==> config.mk <==
export PLATFORM = sky130hd
export DESIGN_NAME = fit_policy_block_allocator_core
export DESIGN_NICKNAME = d
export VERILOG_FILES = /design/src/rtl/core/fpba_pkg.sv /design/src/rtl/core/fit_policy_block_allocator_core.sv /design/src/rtl/core/fpba_cell.sv
export SDC_FILE = /design/constraint.sdc
export NUM_CORES = 2
export LEC_CHECK = 0
export ABC_AREA = 1
export BUFFER_PORTS_ARGS = -buffer_cell sky130_fd_sc_hd__buf_4
export CAP_MARGIN = 5
export CORE_ASPECT_RATIO = 2
export CORE_MARGIN = 10
export CORE_UTILIZATION = 35
export DETAILED_ROUTE_END_ITERATION = 16
export PLACE_DENSITY = 0.61
export REMOVE_ABC_BUFFERS = 1
export SYNTH_ARGS = -nofsm -noshare
export SYNTH_HDL_FRONTEND = slang
export SYNTH_SLANG_ARGS = --single-unit
==> constraint.sdc <==
create_clock -name clk -period 9 [get_ports clk]
set_input_delay 1.8 -clock clk [delete_from_list [all_inputs] [get_ports clk]]
set_output_delay 1.8 -clock clk [all_outputs]
set_load 0.01 [all_outputs]
==> src/rtl/core/fpba_pkg.sv <==
// ----------------------------------------------------------------------------
// fpba_pkg
// Shared types and constants of the fit-policy block allocator: policy codes,
// configuration register indexes and the search token that runs along the cells.
// ----------------------------------------------------------------------------
`default_nettype none

package fpba_pkg;

  localparam int MAX_BLOCKS_DEF = 16;
  localparam int SIZE_BITS_DEF  = 16;

  // Configuration register indexes
  localparam int CFG_INDEX_W = 2;
  localparam logic [CFG_INDEX_W-1:0] REG_FIT_MODE    = 2'd0;
  localparam logic [CFG_INDEX_W-1:0] REG_BLOCK_COUNT = 2'd1;

  // Request kinds
  localparam logic REQ_LOAD  = 1'b0;
  localparam logic REQ_ALLOC = 1'b1;

  typedef enum logic [1:0] {
    FIT_FIRST = 2'd0,
    FIT_BEST  = 2'd1,
    FIT_WORST = 2'd2,
    FIT_NEXT  = 2'd3
  } fit_mode_t;

  // Control part of the search token handed from cell to cell
  typedef struct packed {
    logic active;
    logic found;
    logic pass;
  } tok_ctrl_t;

  // Broadcast to every cell during a search
  typedef struct packed {
    logic      run;
    fit_mode_t mode;
  } search_ctl_t;

endpackage

`default_nettype wire

==> src/rtl/core/fit_policy_block_allocator_core.sv <==
// ----------------------------------------------------------------------------
// fit_policy_block_allocator_core
// Free-capacity table kept in a row of cells; a search token walks the row one
// cell per cycle and picks a block under first, best, worst or next fit.
// ----------------------------------------------------------------------------
// Load request: busy stays low; the entry is written at the accept edge.
// Allocation: the token moves one cell per cycle over the n blocks in use, and next
//   fit walks them twice.
// The result strobe comes in the first cycle with busy low; it cannot be stalled.
// Synchronous reset clears control, fit_mode (first fit), block_count (MAX) and the
//   rover; table contents are undefined until loaded.
`default_nettype none

module fit_policy_block_allocator_core #(
  parameter int MAX_BLOCKS = fpba_pkg::MAX_BLOCKS_DEF,
  parameter int SIZE_BITS  = fpba_pkg::SIZE_BITS_DEF,
  localparam int IW = $clog2(MAX_BLOCKS),
  localparam int CW = IW + 1
) (
  input  wire logic                             clk,
  input  wire logic                             rst,
  input  wire logic                             start,
  output logic                                  busy,
  input  wire logic                             req_type,
  input  wire logic [IW-1:0]                    block_index,
  input  wire logic [SIZE_BITS-1:0]             amount,
  output logic                                  done,
  output logic                                  granted,
  output logic [IW-1:0]                         chosen_block,
  output logic [SIZE_BITS-1:0]                  capacity_left,
  input  wire logic                             cfg_valid,
  output logic                                  cfg_ready,
  input  wire logic [fpba_pkg::CFG_INDEX_W-1:0] cfg_index,
  input  wire logic [CW-1:0]                    cfg_data
);

  typedef enum logic [1:0] {
    ST_IDLE,
    ST_SEARCH,
    ST_DONE
  } state_t;

  state_t                state;
  fpba_pkg::fit_mode_t   fit_mode;
  logic [CW-1:0]         block_count;
  logic [IW-1:0]         rover;
  logic [SIZE_BITS-1:0]  need;
  logic [IW-1:0]         start_pos;
  logic [CW:0]           total_steps;
  logic [CW:0]           step;

  logic [CW-1:0]         n_eff;
  logic [CW-1:0]         n_m1;
  logic [IW-1:0]         ring_sel;
  logic                  accept;
  logic                  hit;
  logic                  wr_en;
  logic [IW-1:0]         wr_idx;
  logic [SIZE_BITS-1:0]  wr_data;
  fpba_pkg::search_ctl_t ctl;

  fpba_pkg::tok_ctrl_t   tout_ctrl [MAX_BLOCKS];
  logic [IW-1:0]         tout_idx  [MAX_BLOCKS];
  logic [SIZE_BITS-1:0]  tout_cap  [MAX_BLOCKS];
  fpba_pkg::tok_ctrl_t   tin_ctrl  [MAX_BLOCKS];
  logic [IW-1:0]         tin_idx   [MAX_BLOCKS];
  logic [SIZE_BITS-1:0]  tin_cap   [MAX_BLOCKS];

  assign busy      = (state != ST_IDLE);
  assign cfg_ready = 1'b1;
  assign accept    = start && !busy;

  assign n_eff    = (block_count > CW'(MAX_BLOCKS)) ? CW'(MAX_BLOCKS) : block_count;
  assign n_m1     = n_eff - CW'(1);
  assign ring_sel = n_m1[IW-1:0];
  assign hit      = (n_eff != '0) && tout_ctrl[ring_sel].found;

  assign ctl.run  = (state == ST_SEARCH);
  assign ctl.mode = fit_mode;

  // Ring links: the last cell in use feeds cell 0 and opens the second pass
  always_comb begin
    tin_ctrl[0]      = tout_ctrl[ring_sel];
    tin_ctrl[0].pass = 1'b1;
    tin_idx[0]       = tout_idx[ring_sel];
    tin_cap[0]       = tout_cap[ring_sel];
  end

  for (genvar i = 1; i < MAX_BLOCKS; i++) begin : g_link
    always_comb begin
      tin_ctrl[i]        = tout_ctrl[i-1];
      tin_ctrl[i].active = tout_ctrl[i-1].active && (CW'(i) < n_eff);
      tin_idx[i]         = tout_idx[i-1];
      tin_cap[i]         = tout_cap[i-1];
    end
  end

  for (genvar i = 0; i < MAX_BLOCKS; i++) begin : g_cell
    fpba_cell #(
      .IW       (IW),
      .SB       (SIZE_BITS),
      .CELL_IDX (i)
    ) u_cell (
      .clk       (clk),
      .rst       (rst),
      .wr_en     (wr_en),
      .wr_idx    (wr_idx),
      .wr_data   (wr_data),
      .ctl       (ctl),
      .need      (need),
      .start_pos (start_pos),
      .inject    ((i == 0) && (state == ST_SEARCH) && (step == '0)),
      .tin_ctrl  (tin_ctrl[i]),
      .tin_idx   (tin_idx[i]),
      .tin_cap   (tin_cap[i]),
      .tout_ctrl (tout_ctrl[i]),
      .tout_idx  (tout_idx[i]),
      .tout_cap  (tout_cap[i])
    );
  end

  // Table write port: loads at accept, charge of the chosen block at the end
  always_comb begin
    wr_en   = 1'b0;
    wr_idx  = block_index;
    wr_data = amount;
    if (accept && req_type == fpba_pkg::REQ_LOAD &&
        {1'b0, block_index} < CW'(MAX_BLOCKS)) begin
      wr_en = 1'b1;
    end
    if (state == ST_DONE) begin
      wr_idx  = tout_idx[ring_sel];
      wr_data = tout_cap[ring_sel] - need;
      wr_en   = hit;
    end
  end

  always_ff @(posedge clk) begin
    if (rst) begin
      fit_mode    <= fpba_pkg::FIT_FIRST;
      block_count <= CW'(MAX_BLOCKS);
    end else if (cfg_valid && cfg_ready) begin
      unique case (cfg_index)
        fpba_pkg::REG_FIT_MODE:    fit_mode    <= fpba_pkg::fit_mode_t'(cfg_data[1:0]);
        fpba_pkg::REG_BLOCK_COUNT: block_count <= cfg_data;
        default: ;
      endcase
    end
  end

  always_ff @(posedge clk) begin
    if (rst) begin
      state   <= ST_IDLE;
      rover   <= '0;
      done    <= 1'b0;
      granted <= 1'b0;
      step    <= '0;
    end else begin
      done    <= 1'b0;
      granted <= 1'b0;
      unique case (state)
        ST_IDLE: begin
          if (accept) begin
            if (req_type == fpba_pkg::REQ_LOAD) begin
              rover <= '0;
            end else begin
              need        <= amount;
              start_pos   <= ({1'b0, rover} < n_eff) ? rover : '0;
              total_steps <= (fit_mode == fpba_pkg::FIT_NEXT) ? {n_eff, 1'b0}
                                                               : {1'b0, n_eff};
              step        <= '0;
              state       <= (n_eff == '0) ? ST_DONE : ST_SEARCH;
            end
          end
        end
        ST_SEARCH: begin
          step <= step + (CW+1)'(1);
          if (step == total_steps - (CW+1)'(1)) begin
            state <= ST_DONE;
          end
        end
        ST_DONE: begin
          done          <= 1'b1;
          granted       <= hit;
          chosen_block  <= hit ? tout_idx[ring_sel] : '0;
          capacity_left <= hit ? wr_data : '0;
          if (hit && fit_mode == fpba_pkg::FIT_NEXT) begin
            rover <= tout_idx[ring_sel];
          end
          state <= ST_IDLE;
        end
        default: state <= ST_IDLE;
      endcase
    end
  end

endmodule

`default_nettype wire

==> src/rtl/core/fpba_cell.sv <==
// ----------------------------------------------------------------------------
// fpba_cell
// One table entry: holds a block capacity, takes broadcast writes, and updates
// the search token that passes through it on the way to its neighbor.
// ----------------------------------------------------------------------------
`default_nettype none

module fpba_cell #(
  parameter int IW       = 4,
  parameter int SB       = 16,
  parameter int CELL_IDX = 0
) (
  input  wire logic                  clk,
  input  wire logic                  rst,
  input  wire logic                  wr_en,
  input  wire logic [IW-1:0]         wr_idx,
  input  wire logic [SB-1:0]         wr_data,
  input  wire fpba_pkg::search_ctl_t ctl,
  input  wire logic [SB-1:0]         need,
  input  wire logic [IW-1:0]         start_pos,
  input  wire logic                  inject,
  input  wire fpba_pkg::tok_ctrl_t   tin_ctrl,
  input  wire logic [IW-1:0]         tin_idx,
  input  wire logic [SB-1:0]         tin_cap,
  output fpba_pkg::tok_ctrl_t        tout_ctrl,
  output logic [IW-1:0]              tout_idx,
  output logic [SB-1:0]              tout_cap
);

  localparam logic [IW-1:0] MY_IDX = IW'(CELL_IDX);

  logic [SB-1:0]       cap;
  fpba_pkg::tok_ctrl_t cin_ctrl;
  logic [IW-1:0]       cin_idx;
  logic [SB-1:0]       cin_cap;
  logic                fits;
  logic                eligible;
  logic                better;
  logic                take;

  always_ff @(posedge clk) begin
    if (wr_en && wr_idx == MY_IDX) begin
      cap <= wr_data;
    end
  end

  // Fresh token enters at the head of the row
  always_comb begin
    if (inject) begin
      cin_ctrl = '{active: 1'b1, found: 1'b0, pass: 1'b0};
      cin_idx  = '0;
      cin_cap  = '0;
    end else begin
      cin_ctrl = tin_ctrl;
      cin_idx  = tin_idx;
      cin_cap  = tin_cap;
    end
  end

  always_comb begin
    fits     = cap >= need;
    eligible = 1'b1;
    better   = 1'b0;
    case (ctl.mode)
      fpba_pkg::FIT_BEST:  better = cap < cin_cap;
      fpba_pkg::FIT_WORST: better = cap > cin_cap;
      // next fit: first pass covers the rover and above, second pass the rest
      fpba_pkg::FIT_NEXT:  eligible = cin_ctrl.pass ? (MY_IDX < start_pos)
                                                    : (MY_IDX >= start_pos);
      default:             better = 1'b0;
    endcase
    take = cin_ctrl.active && eligible && fits && (!cin_ctrl.found || better);
  end

  always_ff @(posedge clk) begin
    if (rst) begin
      tout_ctrl <= '0;
    end else begin
      tout_ctrl.active <= ctl.run && cin_ctrl.active;
      tout_ctrl.found  <= cin_ctrl.found || take;
      tout_ctrl.pass   <= cin_ctrl.pass;
    end
  end

  always_ff @(posedge clk) begin
    tout_idx <= take ? MY_IDX : cin_idx;
    tout_cap <= take ? cap : cin_cap;
  end

endmodule

`default_nettype wire

==> flow_metrics.tcl <==
set metrics [dict create \
    cts_resized 0 \
    hold_path.class "reg2reg" \
    crit_family "simple AND/OR/NAND/NOR gates" \
    place_worst_setup_slack_ns 2.55 \
    clk_path_buf_depth 3 \
    r2r_setup_slack_ns 2.20 \
    postLayoutCoreUtil_pct 39.1 \
    maxCapViolCount 0 \
    worst_setup_path_end_kind "flip-flop" \
    antenna_found_initial 3 \
    fp-row-count 173 \
    synthCells 4832 \
    switchingPower_mw 3.06 \
    async_reset_ff_share_pct 0 \
    post_dp_cell_area_sq_um 41500 \
    irDropWorstVdd_mv 0.196 \
    drv_slew 0 \
    synthFlopType "dfxtp_1" \
    p_int_mw 6.09 \
    die-area_sq_um 127000 \
    cellPowerDensity_nw_per_um2 210 \
    gp_congestion 1.00 \
    die_width_um 257 \
    ys_seq_elements 690 \
    worstSetupPathDepth 18 \
    fillers 11324 \
    clk_latency_ns 0.66 \
    drt_first_pass_iters 6 \
    viasPerCell 5.28 \
    syn_area_sq_um 39300 \
    drive_gt1_share_pct 5.78 \
    grt_max_degree 115 \
    yosysWarnings 0 \
    dp.cells 6302 \
    cts_tree "yes" \
    start_util_pct 35.3 \
    arrival_ns 7.13 \
    drt_iter0_drc 2253 \
    grt_use_total_pct 22.8 \
    synth_area_per_cell_sq_um 8.14 \
    dieHeight_um 494 \
    cp_slowest_cell "dfxtp_1" \
    tightest_slew_ns 1.39 \
    htreeDepth 2 \
    comb_power_share_pct 24.2 \
    cts_hold_buf 0 \
    synth-edff-count 302 \
    cts.sinks 690 \
    crit_buf_inv 2 \
    vias 33901 \
    grt_pass1_vias 34516 \
    ant_nets 0 \
    status "finished clean" \
    core_sq_um 111000 \
    sw_frac_of_total_pct 33.4 \
    crit_required_ns 9.33 \
    grt-ovfl-total 0 \
    routedWlPerCell_um 23.1 \
    critPathMaxFanout 114 \
    p_clk_share_pct 31.3 \
    ys_seq_area_share_pct 42.8 \
    cts_setup_buffers 0 \
    ff_latch_area_sq_um 16800 \
    grt_pass1_wl_mm 214 \
    drc 0 \
    power.total_mw 9.15 \
    min_period_ns 6.80 \
    crit_top_cell "nand2_1" \
    skew_ns 0.0281 \
    report.final.hold_viol_count 0 \
    startpoint_type "flip-flop" \
    wl_mm 148 \
    leakage_nw 19.5 \
    nNetsFinal 5448 \
    setup_violations 0 \
    fin_hold_ws_ns 0.415 \
    yosysUniqueCellTypes 46 \
    reg2reg_depth 18 \
    cts_inserted_buffers 61 \
    fmax_mhz 147 \
    rr_endpoint "g_cell[15].u_cell.cap[12]$_DFFE_PP_" \
    multi_input_area_sq_um 19700 \
    cts_root_buffer "clkbuf_16" \
    area_growth_pct 10.9 \
    path_cells "nand2_8 > ha_4 > buf_12 > o21ai_0 > o21ai_0 > o21ai_0 > o21ai_0 > inv_1 > ha_1 > nand2_1 > nor3_1 > nand3_1 > nand3_1 > nand2_1 > nand2_1 > xor2_1 > nand2_1 > nand2_1" \
    io_buffers 54 \
    clk_pin_slew_ns 0.07 \
    max_slew_margin_pct 6.84 \
    setup_ws_ns 2.20 \
    dp_hpwl_mm 114 \
    r2r-start "block_count[0]$_SDFFE_PP0P_" \
    post-route-period-util_pct 75.6 \
    setup_tns_ns 0 \
    hold_start "g_cell[6].u_cell.tout_idx[3]$_SDFF_PP0_" \
    power_frac_seq_pct 44.4 \
    io_pins 56 \
    rsz0062_at_grt "false" \
    timing_worst_setup_path_type "reg2reg" \
    fin_cells 6418 \
    endpoint "g_cell[15].u_cell.cap[12]$_DFFE_PP_" \
    final_area_sq_um 43600 \
    critPathLaunch "block_count[0]$_SDFFE_PP0P_" \
    critPathMaxStageDelay_ns 0.80 \
]
-- worst register-to-register path, delay by kind of cell, from the launching register on --
family / cells / cell delay, ns
buffers and inverters: 2 / 0.56
adders and majority gates: 2 / 1.09
xor gates and xnor gates: 1 / 0.16
DFF: 1 / 0.80
and+or+nand+nor: 9 / 2.46
AOI/OAI and AO/OA: 4 / 1.37
-- flip-flops by register name, summed over array words and instances (netlist names), 5 cells and up --
signal and flops:
g_cell.u_cell.tout_idx 64, g_cell.u_cell.tout_cap 256, step 6, g_cell.u_cell.cap 256, block_count 5, capacity_left 16
total_steps 6, g_cell.u_cell.tout_ctrl 47, need 16
-- layout by cell type, fill, tap and decap left out, types with 5 or more instances in the layout --
cell | Yosys | layout
clkinvlp_4 | 0 | 8
o21ai_0 | 345 | 345
clkbuf_16 | 0 | 62
a21oi_1 | 395 | 395
clkinv_4 | 0 | 6
nand2_2 | 7 | 7
o21ai_1 | 20 | 20
nor3_1 | 38 | 37
clkinv_1 | 8 | 10
nand2_1 | 1270 | 1269
nor2_1 | 298 | 296
o22ai_1 | 6 | 6
edfxtp_1 | 302 | 302
o21bai_1 | 19 | 19
nor2_2 | 4 | 6
buf_4 | 10 | 117
a31oi_1 | 13 | 13
o211ai_1 | 40 | 40
nand4_1 | 23 | 23
clkbuf_1 | 58 | 9
a21oi_2 | 5 | 5
dfxtp_1 | 388 | 388
clkbuf_8 | 0 | 8
xnor2_1 | 5 | 5
inv_2 | 5 | 6
or2_2 | 23 | 23
nand3_1 | 339 | 339
bufinv_16 | 0 | 8
inv_1 | 559 | 558
xor2_1 | 13 | 13
clkinv_2 | 0 | 8
ha_1 | 537 | 536
-- kinds of logic (layout without fill, tap and decap cells) --
| family | count (synthesis) | count (layout) | share of synthesized area (%) |
|---|---|---|---|
| AND/OR/NAND/NOR | 2023 | 2023 | 21.1 |
| AO/OA/AOI/OAI | 853 | 853 | 11.4 |
| buffers and inverters | 709 | 807 | 7.14 |
| flip-flops | 690 | 690 | 42.8 |
| adder cells (fa/ha/maj) | 538 | 538 | 17.1 |
| XOR/XNOR | 18 | 18 | 0.401 |
| other | 1 | 2 | 0.00953 |
-- Yosys cell counts, types with 5 or more instances --
cell,n,area (sq um)
nor2_1,298,1120
clkbuf_1,58,218
o21bai_1,19,143
ha_1,537,6720
clkinv_1,8,30.0
o211ai_1,40,300
buf_2,47,235
buf_4,10,75.1
nand3_1,339,1700
buf_6,6,67.6
xnor2_1,5,43.8
a31oi_1,13,81.3
nor3_1,38,190
edfxtp_1,302,9070
xor2_1,13,114
or2_2,23,144
inv_2,5,18.8
o21ai_0,345,1730
nand2_2,7,43.8
a21oi_1,395,1980
buf_1,14,52.6
inv_1,559,2100
nand2_1,1270,4770
a21oi_2,5,43.8
o21ai_1,20,100
nand4_1,23,144
o22ai_1,6,37.5
dfxtp_1,388,7770
-- power by group through the flow --
stage | clock network, mW | registers, mW | logic, mW
final | 2.87 | 4.07 | 2.22
after floorplan | 0 | 3.99 | 1.48
after global placement | 0 | 4.13 | 2.14
after global routing | 3.01 | 4.11 | 2.51
after detailed placement | 0 | 4.12 | 2.18
after CTS | 2.91 | 4.06 | 2.19
-- final cells by class --
type,instances,area share (%)
Timing Repair Buffer,118,2.06
Clock inverter,36,0.998
Antenna cell,1,0.00574
Multi-Input combinational cell,3433,45.2
Clock buffer,79,3.89
Inverter,574,4.95
Sequential cell,690,38.6
Tap cell,1487,4.26
-- metal layers --
layer | global-route usage, % | wire, um
met1 | 20.4 | 47200
met2 | 42.6 | 76900
met3 | 2.14 | 6120
met5 | 0 | 16
met4 | 24.5 | 18200
-- how the worst min path moves through the flow --
stage	end	slack, ns	depth (start not counted)
6_report	g_cell[7].u_cell.tout_idx[3]$_SDFF_PP0_	0.42	2
5_1_grt	g_cell[6].u_cell.tout_idx[1]$_SDFF_PP1_	0.45	2
4_1_cts	g_cell[7].u_cell.tout_idx[3]$_SDFF_PP0_	0.42	2
3_5_place_dp	g_cell[10].u_cell.tout_idx[3]$_SDFF_PP1_	0.41	2
3_3_place_gp	g_cell[6].u_cell.tout_idx[2]$_SDFF_PP1_	0.41	2
2_1_floorplan	g_cell[10].u_cell.tout_idx[1]$_SDFF_PP1_	0.40	2
(Power assumes the default switching activity.)
